$ cat src/rtl/ffba_pkg.sv
// ----------------------------------------------------------------------------
// ffba_pkg
// Shared types and constants of the first-fit bitmap allocator.
// ----------------------------------------------------------------------------
package ffba_pkg;

	localparam int unsigned WORD_W   = 32;
	localparam int unsigned WORD_SH  = 5;
	localparam int unsigned IDX_W    = $clog2(WORD_W + 1);
	localparam int unsigned START_W  = 12;
	localparam int unsigned LEN_W    = 13;
	localparam int unsigned STATUS_W = 2;

	localparam logic ACT_ALLOC = 1'b0;
	localparam logic ACT_FREE  = 1'b1;

	typedef enum logic [STATUS_W-1:0] {
		ST_OK       = 2'd0,
		ST_NO_SPACE = 2'd1,
		ST_BAD      = 2'd2
	} status_t;

	typedef enum logic [3:0] {
		CS_CLEAR,
		CS_IDLE,
		CS_CHECK,
		CS_SCAN,
		CS_MINIT,
		CS_MARK,
		CS_DONE_OK,
		CS_DONE_NOSP,
		CS_DONE_BAD
	} ctrl_state_t;

	typedef struct packed {
		logic    clear;
		logic    load;
		logic    scan_init;
		logic    scan;
		logic    mark_init;
		logic    mark;
		logic    out_load;
		status_t out_status;
	} ffba_cmd_t;

	typedef struct packed {
		logic clear_done;
		logic req_valid;
		logic bad;
		logic is_free;
		logic scan_hit;
		logic scan_miss;
		logic mark_done;
		logic out_busy;
	} ffba_sts_t;

endpackage

$ cat src/rtl/ffba_ctrl.sv
// ----------------------------------------------------------------------------
// ffba_ctrl
// Sequencer: clearing pass, request check, scan, marking and result hand-off.
// ----------------------------------------------------------------------------
module ffba_ctrl import ffba_pkg::*; (
	input  logic      clk,
	input  logic      arst_n,
	input  ffba_sts_t sts,
	output ffba_cmd_t cmd
);

	ctrl_state_t state_q;
	ctrl_state_t state_d;

	always_ff @(posedge clk or negedge arst_n) begin
		if (!arst_n) begin
			state_q <= CS_CLEAR;
		end else begin
			state_q <= state_d;
		end
	end

	always_comb begin
		state_d = state_q;
		case (state_q)
			CS_CLEAR: begin
				if (sts.clear_done) begin
					state_d = CS_IDLE;
				end
			end
			CS_IDLE: begin
				if (sts.req_valid) begin
					state_d = CS_CHECK;
				end
			end
			CS_CHECK: begin
				if (sts.bad) begin
					state_d = CS_DONE_BAD;
				end else if (sts.is_free) begin
					state_d = CS_MINIT;
				end else begin
					state_d = CS_SCAN;
				end
			end
			CS_SCAN: begin
				if (sts.scan_hit) begin
					state_d = CS_MINIT;
				end else if (sts.scan_miss) begin
					state_d = CS_DONE_NOSP;
				end
			end
			CS_MINIT: begin
				state_d = CS_MARK;
			end
			CS_MARK: begin
				if (sts.mark_done) begin
					state_d = CS_DONE_OK;
				end
			end
			CS_DONE_OK, CS_DONE_NOSP, CS_DONE_BAD: begin
				if (!sts.out_busy) begin
					state_d = CS_IDLE;
				end
			end
			default: begin
				state_d = CS_IDLE;
			end
		endcase
	end

	always_comb begin
		cmd = '0;
		cmd.out_status = ST_OK;
		case (state_q)
			CS_CLEAR: begin
				cmd.clear = 1'b1;
			end
			CS_IDLE: begin
				cmd.load = 1'b1;
			end
			CS_CHECK: begin
				cmd.scan_init = !sts.bad && !sts.is_free;
			end
			CS_SCAN: begin
				cmd.scan = 1'b1;
			end
			CS_MINIT: begin
				cmd.mark_init = 1'b1;
			end
			CS_MARK: begin
				cmd.mark = 1'b1;
			end
			CS_DONE_OK: begin
				cmd.out_load = !sts.out_busy;
				cmd.out_status = ST_OK;
			end
			CS_DONE_NOSP: begin
				cmd.out_load = !sts.out_busy;
				cmd.out_status = ST_NO_SPACE;
			end
			CS_DONE_BAD: begin
				cmd.out_load = !sts.out_busy;
				cmd.out_status = ST_BAD;
			end
			default: begin
				cmd = '0;
			end
		endcase
	end

endmodule

$ cat config.mk
export PLATFORM = sky130hd
export DESIGN_NAME = ffba_ctrl
export DESIGN_NICKNAME = d
export VERILOG_FILES = /design/src/rtl/ffba_pkg.sv /design/src/rtl/ffba_ctrl.sv
export SDC_FILE = /design/constraint.sdc
export NUM_CORES = 1
export LEC_CHECK = 0
export BUFFER_PORTS_ARGS = -buffer_cell sky130_fd_sc_hd__buf_4
export CORE_AREA = 2 2 39 41
export CTS_CLUSTER_DIAMETER = 40
export DETAILED_ROUTE_END_ITERATION = 8
export DIE_AREA = 0 0 41 43
export PLACE_DENSITY = 0.52
export SYNTH_ARGS = -nofsm -noshare
export SYNTH_HDL_FRONTEND = slang
export SYNTH_SLANG_ARGS = --single-unit
$ cat constraint.sdc
create_clock -name clk -period 4.8 [get_ports clk]
set_clock_uncertainty 0.2 [all_clocks]
set_input_delay 0.48 -clock clk [delete_from_list [all_inputs] [get_ports clk]]
set_output_delay 0.48 -clock clk [all_outputs]
set_load 0.005 [all_outputs]
Word level (Yosys, flattened, before mapping)
Index checks and enable logic that the tools add are counted.
{"block": "totals", "reg_bits": 4, "latch_bits": 0, "ramBits": 0, "rom_bits": 0, "inputBits": 10, "output_inout_bits": 9, "word_cells": 37, "mem_count": 0}
{"block": "op_classes", "n_addsub": 0, "multipliers": 0, "div_mod_pow": 0, "magnitude_cmp": 0, "n_eq_ne": 13, "shifts": 0, "mux": 16, "bitwise_logic": 0, "n_reduce_logical": 7}
{"op": "$mux W4", "n": 7}
{"op": "$pmux W4 S7", "n": 1}
{"op": "$eq A4 B3 Y1 const B", "n": 4}
{"op": "$pmux W3 S3", "n": 1}
{"op": "$eq A4 B2 Y1 const B", "n": 2}
{"op": "$ne A2 B2 Y1 const B", "n": 4}
{"op": "$mux W1", "n": 6}
{"op": "$reduce_and A5 Y1", "n": 1}
{"op": "$eq A4 B1 Y1 const B", "n": 1}
{"op": "$eq A4 B4 Y1 const B", "n": 1}
{"op": "$logic_not A4 Y1", "n": 1}
{"op": "$logic_not A1 Y1", "n": 3}
{"op": "$mux W3", "n": 1}
{"op": "$ne A3 B3 Y1 const B", "n": 1}
{"op": "$reduce_or A3 Y1", "n": 1}
{"op": "$logic_and A1 B1 Y1", "n": 1}

Depth between registers and ports, before layout
{"block": "logic_depth", "word_depth": 4, "ltp_mapped": 5, "depth_no_buf": 4}

Worst setup path after synthesis
OpenSTA, ideal clock, no wires.
{"block": "synth_path", "path_kind": "in2reg", "startpoint": "input sts[3] in the netlist's numbering", "endpoint": "register state_q[0]", "setup_ps": 94, "t_arrival_ps": 1414, "required_time_ps": 4506, "path_slack_ps": 3092, "stages": 4, "n_path_buf": 0, "cell_sequence": "or4_1 -> o22ai_2 -> nor4b_1 -> a221oi_2"}
{"block": "synth_between", "elab_chain_cells": 2, "elab_cells_between_ends": 4, "classes_between": "1 x eq/ne; 2 x mux; 1 x reduce/logical"}
{"item": "start, declared", "line_no": "ffba_ctrl.sv:8", "rtl": "input ffba_sts_t sts,"}
{"item": "$mux W4 / $ne A3 B3 Y1 (equally long branches)"}
{"item": "$pmux W4 S7 / $reduce_and A5 Y1 (equally long branches)"}
{"item": "end signal, assigned", "line_no": "ffba_ctrl.sv:19", "rtl": "state_q <= state_d;"}
{"item": "end, declared", "line_no": "ffba_ctrl.sv:12", "rtl": "ctrl_state_t state_q;"}
Several ways; a longest one is shown, not always the timed one.
A chain may end at the register's enable or synchronous reset.

==> metrics <==
Starting Density 27.4%; P&R area growth vs syn 44.2%; Clock transition at path regs 0.04 ns; Tcrit/Tclk final 44.4%; RSZ-0062 raised after global routing false; CTS H-Tree Depth 1; IO Port Bufs 18; vias per inst 5.05; DR pass1 iterations 2; post-route setup slack 2.67 ns; syn nets 60; Int Pwr 171 uW; CP required 4.12 ns; Tightest Hold Check Type in2async; nets 79; Vias 419; vias in the first global route 373; Final GP Congestion 0.739; Finish-stage setup viols 0; most common cell after layout, fill and taps aside buf_4; CORE AREA 1380 um^2; Max VDD drop 275 uV; syn_area_per_cell 7.58 um^2; Reg power frac 35.9%; CP startpoint kind flop; top flop regs state_q x4; Seq/Total Area, Yosys 26.4%; CTS tree done; commonest cells after routing, fill and taps aside buf_4 (18), nor2_1 (7), nor3_1 (5); # diodes 0; hold_ws 0.384 ns; global route overflow 0; Psw 139 uW; Max Cap Viol 0; Critical-path top delay cell dfrtp_1; Final min period 2.13 ns; critical path class reg2out; WL/cell 11.0 um; post-synth cell types 26; Slew Limit Fails 0; clock power share 13.2%; DRT antenna net count 0; CTS resizes 0; Mapped Area 379 um^2; status finished, final reports clean; Final Hold Viols 0; Rel. slew slack 66.7%; f_max 469 MHz; layout cell share with drive strength beyond 1 35.8%; wirelength, routed 916 um; largest net degree at the start of global routing 17; setup bufs post-CTS 0; Net Sw Frac 44.7%; clk_lat worst skew 0.23 ns; clk buf depth 2; CP Cell Sequence nor4b_2 > nor2_1 > nor2_1 > buf_4; die height 43 um; Largest Register state_q; Slew @ Worst Pin 0.493 ns; Chip Width 41 um; CP Capture Type output pin; aggregate negative setup slack 0 ns; Remaining DRCs 0; cells after synthesis 50; num rows 14; WP data arrival 1.45 ns; first-pass GRT wire length 1430 um; most used cell, CP nor2_1; Post-Place Setup Slack 2.88 ns; DRT iter0 DRCs 4; Critical Path Fanout Max 15; max FFs per register 4; flops & latches, synth 4; Num CTS Buffers 3; gr usage total 12.1%; Worst path max stage delay 0.53 ns; logic gate share of total power 50.9%; yosys warns 0; Root Buffer clkbuf_4; Die Area 1760 um^2; pwr dens 567 nW/um^2; total I/O pin count 19; P_leak 0.249 nW; clock sink count 4; initial antenna violation count 0
==> repair_timing <==
action	in CTS	in global routing
endpoints found under the setup margin	0	0
hold buffers	1	0
endpoints found under the hold margin	4	0
==> worst paths after layout <==
kind	startpoint	endpoint	slack (ns)	cells after the start
max reg2reg	state_q[2]$_DFFE_PN0P_	state_q[0]$_DFFE_PN0P_	2.87	4
min in group clk	sts[1]	state_q[3]$_DFFE_PN0P_	0.43	4
min	arst_n	state_q[1]$_DFFE_PN0P_	0.38	2
min reg2reg	state_q[3]$_DFFE_PN0P_	state_q[3]$_DFFE_PN0P_	0.57	1
max	state_q[2]$_DFFE_PN0P_	cmd[2]	2.67	4
max in group asynchronous	arst_n	state_q[2]$_DFFE_PN0P_	3.91	2
==> cell usage after synthesis, drive strengths merged <==
| library cell | n | share of area (%) |
|---|---|---|
| a21oi | 2 | 2.6 |
| dfrtp | 4 | 26 |
| inv | 4 | 4.0 |
| a221oi | 1 | 4.0 |
| nand2b | 1 | 1.7 |
| buf | 1 | 1.3 |
| nor4b | 3 | 8.6 |
| o21a | 1 | 2.0 |
| and3b | 1 | 2.3 |
| o211ai | 1 | 2.0 |
| or4 | 1 | 2.0 |
| nor2 | 7 | 6.9 |
| o311ai | 1 | 2.3 |
| a31oi | 2 | 3.3 |
| and3 | 1 | 1.7 |
| nor2b | 1 | 1.7 |
| nor3 | 5 | 6.6 |
| o21ai | 4 | 5.3 |
| nand2 | 1 | 0.99 |
| nand4bb | 1 | 3.0 |
| o22ai | 1 | 3.3 |
| mux2i | 1 | 2.6 |
| nor4 | 1 | 1.7 |
| clkbuf | 4 | 4.0 |
==> per-layer routing <==
layer	track usage, %	share of wire [%]	vias up
met5	0	0	-
met4	10.0	0	0
met3	1.57	3.3	0
met2	17.8	51	7
met1	14.8	45	192
li1	-	-	220
==> area by class of cell <==
| class | instances | area (um^2) |
|---|---|---|
| inverter | 4 | 15.0 |
| multi-input combinational | 37 | 244 |
| sequential | 4 | 100 |
| clock buffer | 3 | 22.5 |
| fill | 150 | 837 |
| tap | 16 | 20.0 |
| timing repair buffer | 19 | 145 |
==> stage by stage <==
stage	power (mW)	cell area [um^2]	util (%)	std cells
6_report	0.310	547	39.5	83
4_1_cts	0.315	547	39.5	83
3_3_place_gp	0.274	514	37.2	79
5_1_grt	0.345	547	39.5	83
3_5_place_dp	0.271	514	37.2	79
2_1_floorplan	0.213	379	-	50
==> power by group through the flow <==
stage	clock (mW)	combinational [mW]	sequential (mW)
floorplan	0	0.149	0.0641
global placement	0	0.162	0.113
detailed placement	0	0.160	0.111
CTS	0.0432	0.161	0.111
global route	0.0448	0.181	0.119
finish	0.0408	0.158	0.111
==> logic make-up (layout without fill, tap and decap cells) <==
| kind of cell | Yosys count | count (layout) | synth area share [%] |
|---|---|---|---|
| mux | 1 | 1 | 2.64 |
| compound gates | 13 | 13 | 24.7 |
| simple gates | 23 | 23 | 37.0 |
| flops | 4 | 4 | 26.4 |
| buf+inv | 9 | 26 | 9.24 |
==> critical path, delay by kind of cell, from the launching register on <==
kind | cells | cell delay (ns)
DFF | 1 | 0.53
and+or+nand+nor | 3 | 0.58
buffers and inverters | 1 | 0.11
(Power assumes the default switching activity.)
